File: config.mk
export PLATFORM = sky130hd
export DESIGN_NAME = dlv_ctrl
export DESIGN_NICKNAME = d
export VERILOG_FILES = /design/src/hw/rtl/dlv_pkg.sv /design/src/hw/rtl/dlv_ctrl.sv
export SDC_FILE = /design/constraint.sdc
export NUM_CORES = 1
export LEC_CHECK = 0
export ABC_AREA = 1
export BUFFER_PORTS_ARGS = -buffer_cell sky130_fd_sc_hd__clkbuf_2
export CAP_MARGIN = 20
export CELL_PAD_IN_SITES_DETAIL_PLACEMENT = 0
export CELL_PAD_IN_SITES_GLOBAL_PLACEMENT = 1
export CORE_AREA = 2 2 39 41
export DETAILED_ROUTE_END_ITERATION = 7
export DIE_AREA = 0 0 41 43
export PLACE_DENSITY_LB_ADDON = 0.1
export SLEW_MARGIN = 20
export SYNTH_ARGS = -nofsm -noshare
export SYNTH_HDL_FRONTEND = slang
export SYNTH_SLANG_ARGS = --single-unit
File: constraint.sdc
create_clock -name clk -period 1.3 [get_ports clk]
set_clock_uncertainty 0.2 [all_clocks]
set_input_delay 0.26 -clock clk [delete_from_list [all_inputs] [get_ports clk]]
set_output_delay 0.26 -clock clk [all_outputs]
set_load 0.005 [all_outputs]
File: src/hw/rtl/dlv_pkg.sv
// ----------------------------------------------------------------------------
// Decimal list validator package
// Shared constants, result codes, controller states and the command/status
// structs that join the controller to the datapath.
// ----------------------------------------------------------------------------
package dlv_pkg;

	// Table size and the widths that follow from it.
	localparam int MAX_ENTRIES     = 512;
	localparam int MAX_TOKEN_CHARS = 11;
	localparam int IDX_W           = $clog2(MAX_ENTRIES);
	localparam int CNT_W           = $clog2(MAX_ENTRIES + 1);
	localparam int MAG_W           = 37;
	localparam int VAL_W           = 32;
	localparam int NUM_W           = 10;
	localparam int STAT_W          = 3;

	localparam logic [NUM_W-1:0] CNT_SAT = '1;

	// Character codes.
	localparam logic [7:0] CH_ZERO  = 8'h30;
	localparam logic [7:0] CH_NINE  = 8'h39;
	localparam logic [7:0] CH_MINUS = 8'h2d;

	// Range limits on the accumulated magnitude.
	localparam logic [MAG_W-1:0] POS_MAX = MAG_W'(64'h7fff_ffff);
	localparam logic [MAG_W-1:0] NEG_MAX = MAG_W'(64'h8000_0000);

	// Token status codes.
	localparam logic [STAT_W-1:0] ST_OK       = 3'd0;
	localparam logic [STAT_W-1:0] ST_BAD_CHAR = 3'd1;
	localparam logic [STAT_W-1:0] ST_TOO_LONG = 3'd2;
	localparam logic [STAT_W-1:0] ST_RANGE    = 3'd3;
	localparam logic [STAT_W-1:0] ST_DUP      = 3'd4;
	localparam logic [STAT_W-1:0] ST_NO_TOKEN = 3'd5;
	localparam logic [STAT_W-1:0] ST_FULL     = 3'd6;

	typedef enum logic [2:0] {
		S_IDLE,
		S_CHECK,
		S_SCAN,
		S_LAST,
		S_FINISH
	} state_t;

	typedef struct packed {
		logic accept;   // an input beat is taken this cycle
		logic check;    // evaluate the closed token
		logic scan_rd;  // read the next stored value
		logic finish;   // load the result register and update list state
	} cmd_t;

	typedef struct packed {
		logic scan_needed;  // token is well formed and the table is not empty
		logic scan_last;    // the read issued now is the last stored entry
		logic out_free;     // the result register can take a new beat
	} sts_t;

	function automatic logic [NUM_W-1:0] sat10(input logic [31:0] x);
		logic [NUM_W-1:0] r;
		if (x > 32'(CNT_SAT)) begin
			r = CNT_SAT;
		end else begin
			r = x[NUM_W-1:0];
		end
		return r;
	endfunction

endpackage

File: src/hw/rtl/dlv_ctrl.sv
// ----------------------------------------------------------------------------
// Decimal list validator controller
// Sequences byte intake, token check, duplicate scan and result hand-off.
// ----------------------------------------------------------------------------
module dlv_ctrl
	import dlv_pkg::*;
(
	input  logic clk,
	input  logic arst_n,
	input  logic in_valid,
	input  logic in_marks,
	output logic in_ready,
	input  sts_t sts,
	output cmd_t cmd
);

	state_t state_q;
	state_t state_d;

	always_ff @(posedge clk or negedge arst_n) begin
		if (!arst_n) begin
			state_q <= S_IDLE;
		end else begin
			state_q <= state_d;
		end
	end

	always_comb begin
		state_d = state_q;
		unique case (state_q)
			S_IDLE: begin
				if (in_valid && in_marks) begin
					state_d = S_CHECK;
				end
			end
			S_CHECK: begin
				state_d = sts.scan_needed ? S_SCAN : S_FINISH;
			end
			S_SCAN: begin
				if (sts.scan_last) begin
					state_d = S_LAST;
				end
			end
			S_LAST: begin
				state_d = S_FINISH;
			end
			S_FINISH: begin
				if (sts.out_free) begin
					state_d = S_IDLE;
				end
			end
			default: begin
				state_d = S_IDLE;
			end
		endcase
	end

	always_comb begin
		in_ready       = (state_q == S_IDLE);
		cmd.accept     = (state_q == S_IDLE) && in_valid;
		cmd.check      = (state_q == S_CHECK);
		cmd.scan_rd    = (state_q == S_SCAN);
		cmd.finish     = (state_q == S_FINISH) && sts.out_free;
	end

endmodule

==> metrics.txt, run 1 <==
# TYPE chip_impl_metric gauge
chip_impl_metric{name="stdcell_count",unit=""} 64
chip_impl_info{name="endpoint_kind",value="output pin"} 1
chip_impl_metric{name="power_leakage",unit="uW"} 0.0002036
chip_impl_info{name="synth_largest_area_cell",value="dfrtp_1"} 1
chip_impl_metric{name="firstDrtPassIters",unit=""} 1
chip_impl_metric{name="syn2layout_area_growth",unit="%"} 90.26
chip_impl_metric{name="power_switching_share",unit="%"} 38.36
chip_impl_metric{name="drc",unit=""} 0
chip_impl_metric{name="post_synth_instance_area",unit="sq um"} 192.7
chip_impl_metric{name="share_of_cells_above_drive_strength_1",unit="%"} 64.58
chip_impl_metric{name="post_syn_nets",unit=""} 34
chip_impl_metric{name="grt_remaining_overflow",unit=""} 0
chip_impl_info{name="timing_worst_setup_path_type",value="reg2out"} 1
chip_impl_metric{name="placed_cells",unit=""} 57
chip_impl_metric{name="critPathArrivalTime",unit="ps"} 1050
chip_impl_metric{name="worst_skew_pair.late_latency",unit="ps"} 230
chip_impl_info{name="yosys-top-cells-count",value="nor2_1 (6), inv_1 (4), nand2_1 (4), dfrtp_1 (3)"} 1
chip_impl_metric{name="avgSynthCellArea",unit="sq um"} 7.136
chip_impl_metric{name="pwr-share-clk",unit="%"} 20.1
chip_impl_metric{name="yosys_warnings",unit=""} 0
chip_impl_metric{name="route.detailed.vias_per_inst",unit=""} 3.766
chip_impl_metric{name="cp_slowest_stage_delay",unit="ps"} 420
chip_impl_metric{name="vias",unit=""} 241
chip_impl_metric{name="grt_pass1_wl",unit="um"} 710
chip_impl_info{name="synth_top_flop_cell",value="dfrtp_1"} 1
chip_impl_metric{name="ys_seq_area_share",unit="%"} 38.96
chip_impl_metric{name="grt_max_degree",unit=""} 6
chip_impl_metric{name="grt_pass1_vias",unit=""} 201
chip_impl_metric{name="cts_buffers",unit=""} 3
chip_impl_metric{name="grt.total_usage",unit="%"} 6.143
chip_impl_metric{name="cts.reportedPaths.clkPinSlew",unit="ps"} 40
chip_impl_metric{name="critical_path.n_buffers_inverters",unit=""} 1
chip_impl_info{name="top_post_synthesis_cells_by_area",value="dfrtp_1 (39%), nor2_1 (12%), inv_1 (7.8%)"} 1
chip_impl_info{name="tritoncts",value="yes"} 1
chip_impl_metric{name="synth_top_area_share",unit="%"} 38.96
chip_impl_metric{name="routed_wl",unit="um"} 529
chip_impl_metric{name="powerDensity",unit="nW/um^2"} 2195
chip_impl_metric{name="ys_async_sr_fraction",unit="%"} 100.0
chip_impl_metric{name="synth_seq_cells",unit=""} 3
chip_impl_metric{name="drt_first_iter_violations",unit=""} 0
chip_impl_metric{name="initial_antenna_violation_count",unit=""} 0
chip_impl_metric{name="worstPathMaxFanout",unit=""} 4
chip_impl_metric{name="ys_types",unit=""} 12
chip_impl_metric{name="synth_enable_flop_cells",unit=""} 0
chip_impl_metric{name="netlist_instances",unit=""} 27
chip_impl_info{name="registers.top_by_ff_count",value="state_q"} 1
chip_impl_metric{name="drtAntennaViolNets",unit=""} 0
chip_impl_metric{name="initial_util",unit="%"} 13.92
chip_impl_metric{name="core",unit="sq um"} 1384
chip_impl_metric{name="antenna_cells_inserted",unit=""} 0
chip_impl_info{name="startpoint_type",value="flip-flop"} 1
chip_impl_info{name="ctsRootBufferMaster",value="clkbuf_4"} 1
chip_impl_info{name="critical_path_s_slowest_cell",value="dfrtp_1"} 1
chip_impl_metric{name="post_layout_util",unit="%"} 26.49
chip_impl_metric{name="horizontal_die_dimension",unit="um"} 41
chip_impl_info{name="outcome",value="finished with violations"} 1
chip_impl_metric{name="buffer_ports.inserted",unit=""} 11
chip_impl_metric{name="finish.instance_area",unit="sq um"} 366.6
chip_impl_metric{name="total_switching_power",unit="uW"} 308.7
chip_impl_metric{name="cts.sink_count",unit=""} 3
chip_impl_metric{name="comb_power_share",unit="%"} 57.1
chip_impl_metric{name="clockBufferDepth",unit=""} 2
chip_impl_metric{name="timing.setup.tns",unit="ps"} -999.1
chip_impl_info{name="worst_hold_path_type",value="in2reg"} 1
chip_impl_metric{name="max_reg_flops",unit=""} 3
chip_impl_metric{name="max_slew_margin",unit="%"} 88.65
chip_impl_metric{name="final-max-slew-violation-count",unit=""} 0
chip_impl_info{name="path_delay_family",value="flip-flops"} 1
chip_impl_metric{name="p_int",unit="uW"} 496.0
chip_impl_metric{name="worst_ep_required_time",unit="ps"} 840
chip_impl_info{name="violations",value="setup timing"} 1
chip_impl_metric{name="row_count",unit=""} 14
chip_impl_metric{name="final_hold_viol_count",unit=""} 0
chip_impl_metric{name="achievable-frequency",unit="MHz"} 660.9
chip_impl_metric{name="post_drt_wl_per_cell",unit="um"} 8.266
chip_impl_info{name="top_regs",value="state_q: 3 flops"} 1
chip_impl_metric{name="final.min_clock_period",unit="ps"} 1513
chip_impl_metric{name="worst_slew_pin_slew",unit="ps"} 170.3
chip_impl_metric{name="final.period_utilization",unit="%"} 116.4
chip_impl_metric{name="post_dp_cell_area",unit="sq um"} 290.3
chip_impl_metric{name="detailed_place_hpwl",unit="um"} 400.2
chip_impl_info{name="synth_most_common_cell",value="nor2_1"} 1
chip_impl_metric{name="gp_routability_congestion",unit=""} 0.7122
chip_impl_metric{name="cts.htree.levels",unit=""} 1
chip_impl_info{name="r2r-start",value="state_q[2]$_DFFE_PN0P_"} 1
chip_impl_info{name="grt_setup_unrepaired",value="yes"} 1
chip_impl_metric{name="cap_viol_max_count",unit=""} 0
chip_impl_metric{name="power.ir.vdd_worst",unit="mV"} 0.7707
chip_impl_metric{name="fp.dieH",unit="um"} 43
chip_impl_metric{name="share_seq_of_total_power",unit="%"} 22.8
chip_impl_metric{name="final.setup.worst_slack",unit="ps"} -213.2
chip_impl_metric{name="pin_count",unit=""} 12
chip_impl_info{name="min_from",value="sts[2]"} 1
chip_impl_info{name="path_cells",value="nor2_4, and3_1, buf_2"} 1
chip_impl_info{name="worst_setup_path_startpoint",value="state_q[2]$_DFFE_PN0P_"} 1
chip_impl_metric{name="finish.net_count",unit=""} 56
chip_impl_metric{name="die-area",unit="sq um"} 1763
chip_impl_metric{name="post-place-ws",unit="ps"} -12.57
chip_impl_metric{name="setup_viol",unit=""} 5
==> layout by cell type, fill, tap and decap left out <==
master / n
dfrtp_1: 2
nand3_2: 1
nand3_1: 2
clkbuf_2: 7
nor2_4: 1
nor2_1: 2
nand2_1: 3
inv_2: 3
buf_2: 3
buf_6: 1
nor2_2: 4
nand2_2: 1
and3_1: 1
dlygate4sd3_1: 1
buf_4: 5
dfrtp_2: 1
inv_1: 3
o22ai_2: 1
nand3b_1: 1
clkbuf_4: 3
o21ai_0: 1
clkbuf_1: 1
==> power by group through the flow <==
stage / registers (uW) / clock network, uW / logic, uW
after floorplan: 165 / 0 / 192
after global placement: 165 / 0 / 360
after detailed placement: 166 / 0 / 354
after CTS: 179 / 172 / 400
after global routing: 190 / 179 / 509
final: 184 / 162 / 459
==> cell type report <==
class | instances | area [sq um]
Tap cell | 16 | 20.02
Multi-Input combinational cell | 18 | 112.6
Fill cell | 167 | 1017
Sequential cell | 3 | 76.32
Inverter | 6 | 22.52
Timing Repair Buffer | 17 | 108.9
Clock buffer | 4 | 26.28
==> stage by stage <==
step	hold WS (ps)	power, uW
finish	107.8	804.7
global route	129.4	877.4
CTS	96.93	750.6
detailed placement	-140.4	519.7
global placement	-140.0	524.4
floorplan	-235.6	357.0
==> logic make-up (layout without fill, tap and decap cells) <==
logic type	Yosys count	after routing	synth area share [%]
AND/OR/NAND/NOR	16	16	40.26
buffers and inverters	6	27	11.69
AO/OA/AOI/OAI	2	2	9.087
flip-flops	3	3	38.96
==> per-layer routing <==
metal	share of wire [%]	track usage (%)	vias to the layer above	routed length (um)
li1	-	-	125	-
met1	41	7.792	109	218
met2	51	7.813	7	272
met3	7.2	1.571	0	38
met4	0	6.000	0	0
met5	0	0	-	0
==> worst paths after layout <==
| check | slack (ps) | endpoint | cells after the start |
|---|---|---|---|
| setup / recovery | -210 | cmd[3] | 3 |
| hold / removal | 110 | state_q[1]$_DFFE_PN0P_ | 3 |
| setup reg to reg | 10 | state_q[1]$_DFFE_PN0P_ | 5 |
| hold reg to reg | 410 | state_q[2]$_DFFE_PN0P_ | 2 |
| max in group asynchronous | 630 | state_q[0]$_DFFE_PN0P_ | 2 |
| min in group asynchronous | 150 | state_q[2]$_DFFE_PN0P_ | 2 |
==> worst min-delay path, stage by stage <==
cell	delay (ps)
clkbuf_2	80
inv_1	80
o22ai_2	80
==> what timing repair did <==
| item | 4_1_cts | 5_1_grt |
|---|---|---|
| endpoints found under the setup margin | 5 | 5 |
| gates resized for setup | 3 | 10 |
| hold buffers | 1 | 0 |
| setup buffers | 1 | 1 |
| pin swaps | 3 | 4 |
| gates cloned | 0 | 0 |
| hold endpoints to repair | 3 | 0 |
Note: power is estimated with default switching activity, not from simulation.
==> run 2, diff against run 1 <==
--- a/config.mk
+++ b/config.mk
@@ -14,5 +14,5 @@
 export DETAILED_ROUTE_END_ITERATION = 7
 export DIE_AREA = 0 0 41 43
-export PLACE_DENSITY_LB_ADDON = 0.1
+export PLACE_DENSITY_LB_ADDON = 0.08
 export SLEW_MARGIN = 20
 export SYNTH_ARGS = -nofsm -noshare
==> constraint.sdc (replaced) <==
create_clock -name clk -period 1.3 [get_ports clk]
set_clock_uncertainty 0.2 [all_clocks]
set_input_delay 0.065 -clock clk [delete_from_list [all_inputs] [get_ports clk]]
set_output_delay 0.065 -clock clk [all_outputs]
set_load 0.005 [all_outputs]
==> metrics.txt, run 2 (synthesized netlist as in run 1, its figures left out) <==
# TYPE chip_impl_metric gauge
chip_impl_metric{name="power.ir.vdd_worst",unit="mV"} 0.6683
chip_impl_metric{name="powerDensity",unit="nW/um^2"} 1989
chip_impl_metric{name="worst_skew_pair.late_latency",unit="ps"} 230
chip_impl_metric{name="multi_input_area",unit="sq um"} 105.1
chip_impl_metric{name="worst_slew_pin_slew",unit="ps"} 152.5
chip_impl_metric{name="row_count",unit=""} 14
chip_impl_metric{name="max_reg_flops",unit=""} 3
chip_impl_metric{name="achievable-frequency",unit="MHz"} 751.3
chip_impl_metric{name="final-max-slew-violation-count",unit=""} 0
chip_impl_metric{name="initial_antenna_violation_count",unit=""} 0
chip_impl_metric{name="core",unit="sq um"} 1384
chip_impl_metric{name="fp.dieH",unit="um"} 43
chip_impl_metric{name="power_leakage",unit="uW"} 0.0002320
chip_impl_info{name="tritoncts",value="yes"} 1
chip_impl_info{name="top_regs",value="state_q: 3 flops"} 1
chip_impl_metric{name="grt_pass1_wl",unit="um"} 862
chip_impl_metric{name="cap_viol_max_count",unit=""} 0
chip_impl_metric{name="grt_max_degree",unit=""} 6
chip_impl_info{name="timing_worst_setup_path_type",value="reg2out"} 1
chip_impl_metric{name="detailed_place_hpwl",unit="um"} 399.8
chip_impl_metric{name="cts.sink_count",unit=""} 3
chip_impl_metric{name="setup_viol",unit=""} 3
chip_impl_metric{name="drt_first_iter_violations",unit=""} 3
chip_impl_metric{name="worst-r2r-cell-count",unit=""} 5
chip_impl_metric{name="whs_path_depth",unit=""} 5
chip_impl_metric{name="final.setup.worst_slack",unit="ps"} -31.09
chip_impl_metric{name="finish.net_count",unit=""} 63
chip_impl_metric{name="buffer_ports.inserted",unit=""} 11
chip_impl_metric{name="drc",unit=""} 0
chip_impl_metric{name="die-area",unit="sq um"} 1763
chip_impl_metric{name="route.detailed.vias_per_inst",unit=""} 3.746
chip_impl_metric{name="reg2reg_slack",unit="ps"} 20
chip_impl_metric{name="cts_buffers",unit=""} 3
chip_impl_metric{name="final.period_utilization",unit="%"} 102.4
chip_impl_metric{name="firstDrtPassIters",unit=""} 2
chip_impl_info{name="worst_hold_path_type",value="in2reg"} 1
chip_impl_info{name="grt_setup_unrepaired",value="yes"} 1
chip_impl_metric{name="grt.total_usage",unit="%"} 7.351
chip_impl_metric{name="post-place-ws",unit="ps"} 135.5
chip_impl_metric{name="share_of_cells_above_drive_strength_1",unit="%"} 56.36
chip_impl_info{name="startpoint_type",value="flip-flop"} 1
chip_impl_metric{name="final-seq-area",unit="sq um"} 78.83
chip_impl_metric{name="cts.reportedPaths.clkPinSlew",unit="ps"} 40
chip_impl_metric{name="worstPathMaxFanout",unit=""} 4
chip_impl_metric{name="worst_ep_required_time",unit="ps"} 1030
chip_impl_metric{name="initial_util",unit="%"} 13.92
chip_impl_info{name="violations",value="setup timing"} 1
chip_impl_info{name="r2r-start",value="state_q[2]$_DFFE_PN0P_"} 1
chip_impl_info{name="final_common_cell",value="clkbuf_2"} 1
chip_impl_metric{name="cts.htree.levels",unit=""} 1
chip_impl_metric{name="pin_count",unit=""} 12
chip_impl_metric{name="horizontal_die_dimension",unit="um"} 41
chip_impl_metric{name="routed_wl",unit="um"} 544
chip_impl_metric{name="grt_pass1_vias",unit=""} 215
chip_impl_info{name="most_frequent_cells_in_the_layout",value="clkbuf_2 (8), buf_4 (7), dlygate4sd3_1 (6)"} 1
chip_impl_metric{name="final_hold_viol_count",unit=""} 0
chip_impl_info{name="endpoint_kind",value="output pin"} 1
chip_impl_metric{name="timing.setup.tns",unit="ps"} -48.02
chip_impl_metric{name="nFillCells",unit=""} 161
chip_impl_metric{name="gp_routability_congestion",unit=""} 0.6698
chip_impl_metric{name="critPathArrivalTime",unit="ps"} 1070
chip_impl_metric{name="grt_remaining_overflow",unit=""} 0
chip_impl_info{name="registers.top_by_ff_count",value="state_q"} 1
chip_impl_metric{name="final.min_clock_period",unit="ps"} 1331
chip_impl_metric{name="post_drt_wl_per_cell",unit="um"} 7.662
chip_impl_info{name="worst_setup_path_startpoint",value="state_q[2]$_DFFE_PN0P_"} 1
chip_impl_metric{name="max_slew_margin",unit="%"} 89.73
chip_impl_metric{name="antenna_cells_inserted",unit=""} 0
chip_impl_metric{name="syn2layout_area_growth",unit="%"} 118.2
chip_impl_info{name="ctsRootBufferMaster",value="clkbuf_4"} 1
chip_impl_metric{name="drtAntennaViolNets",unit=""} 0
chip_impl_metric{name="vias",unit=""} 266
chip_impl_metric{name="clockBufferDepth",unit=""} 2
chip_impl_info{name="min_from",value="in_valid"} 1
chip_impl_info{name="outcome",value="finished with violations"} 1
==> run 2: cell count changes in the layout (fill, tap and decap cells not counted), moves of 2 or more <==
cell | before | now
dfrtp_1 | 2 | 0
dfrtp_2 | 1 | 3
nor2_1 | 2 | 4
buf_4 | 5 | 7
dlygate4sd3_1 | 1 | 6
nor2_2 | 4 | 2
==> run 2: what timing repair did <==
item / 4_1_cts / 5_1_grt
hold endpoints to repair: 6 / 0
buffers inserted: 5 / 2
pin swaps: 3 / 3
gates resized for setup: 3 / 6
setup endpoints to repair: 5 / 7
hold buffers: 6 / 0
==> run 2: final cells by class <==
class,count,area share [%]
tap,16,4.762
inverter,6,5.357
multi-input combinational,18,25.00
timing repair buffer,24,39.88
sequential,3,18.75
clock buffer,4,6.250
==> run 2: through the flow <==
step | std cells | total power, uW | hold WS [ps] | util [%] | instance area (sq um)
after detailed placement | 54 | 465.1 | -333.3 | 19.35 | 267.8
after floorplan | 27 | 357.0 | -430.6 | - | 192.7
after global placement | 54 | 468.4 | -329.8 | 19.35 | 267.8
final | 71 | 836.0 | 14.99 | 30.38 | 420.4
after global routing | 71 | 930.5 | 58.25 | 30.38 | 420.4
after CTS | 69 | 801.4 | 16.73 | 28.93 | 400.4
==> run 2: final timing paths <==
kind / end
min in group asynchronous: state_q[2]$_DFFE_PN0P_
min: state_q[0]$_DFFE_PN0P_
min reg2reg: state_q[2]$_DFFE_PN0P_
max: cmd[3]
max in group asynchronous: state_q[1]$_DFFE_PN0P_
max reg2reg: state_q[1]$_DFFE_PN0P_
==> run 2: per-layer routing <==
metal	track usage [%]	wire length (um)
met2	8.750	263
met1	9.740	243
met5	0	0
met3	4.712	37
met4	4.000	0
==> run 2: power breakdown <==
| group | internal (uW) | total (uW) | switching, uW |
|---|---|---|---|
| Clock | 115 | 161 | 45.8 |
| Sequential | 138 | 195 | 57.7 |
| Combinational | 283 | 480 | 197 |
==> run 2: worst max-delay path, stage by stage (launching register included) <==
cell,delay [ps]
dfrtp_2,440
nor2_4,140
and3_1,150
clkbuf_2,110
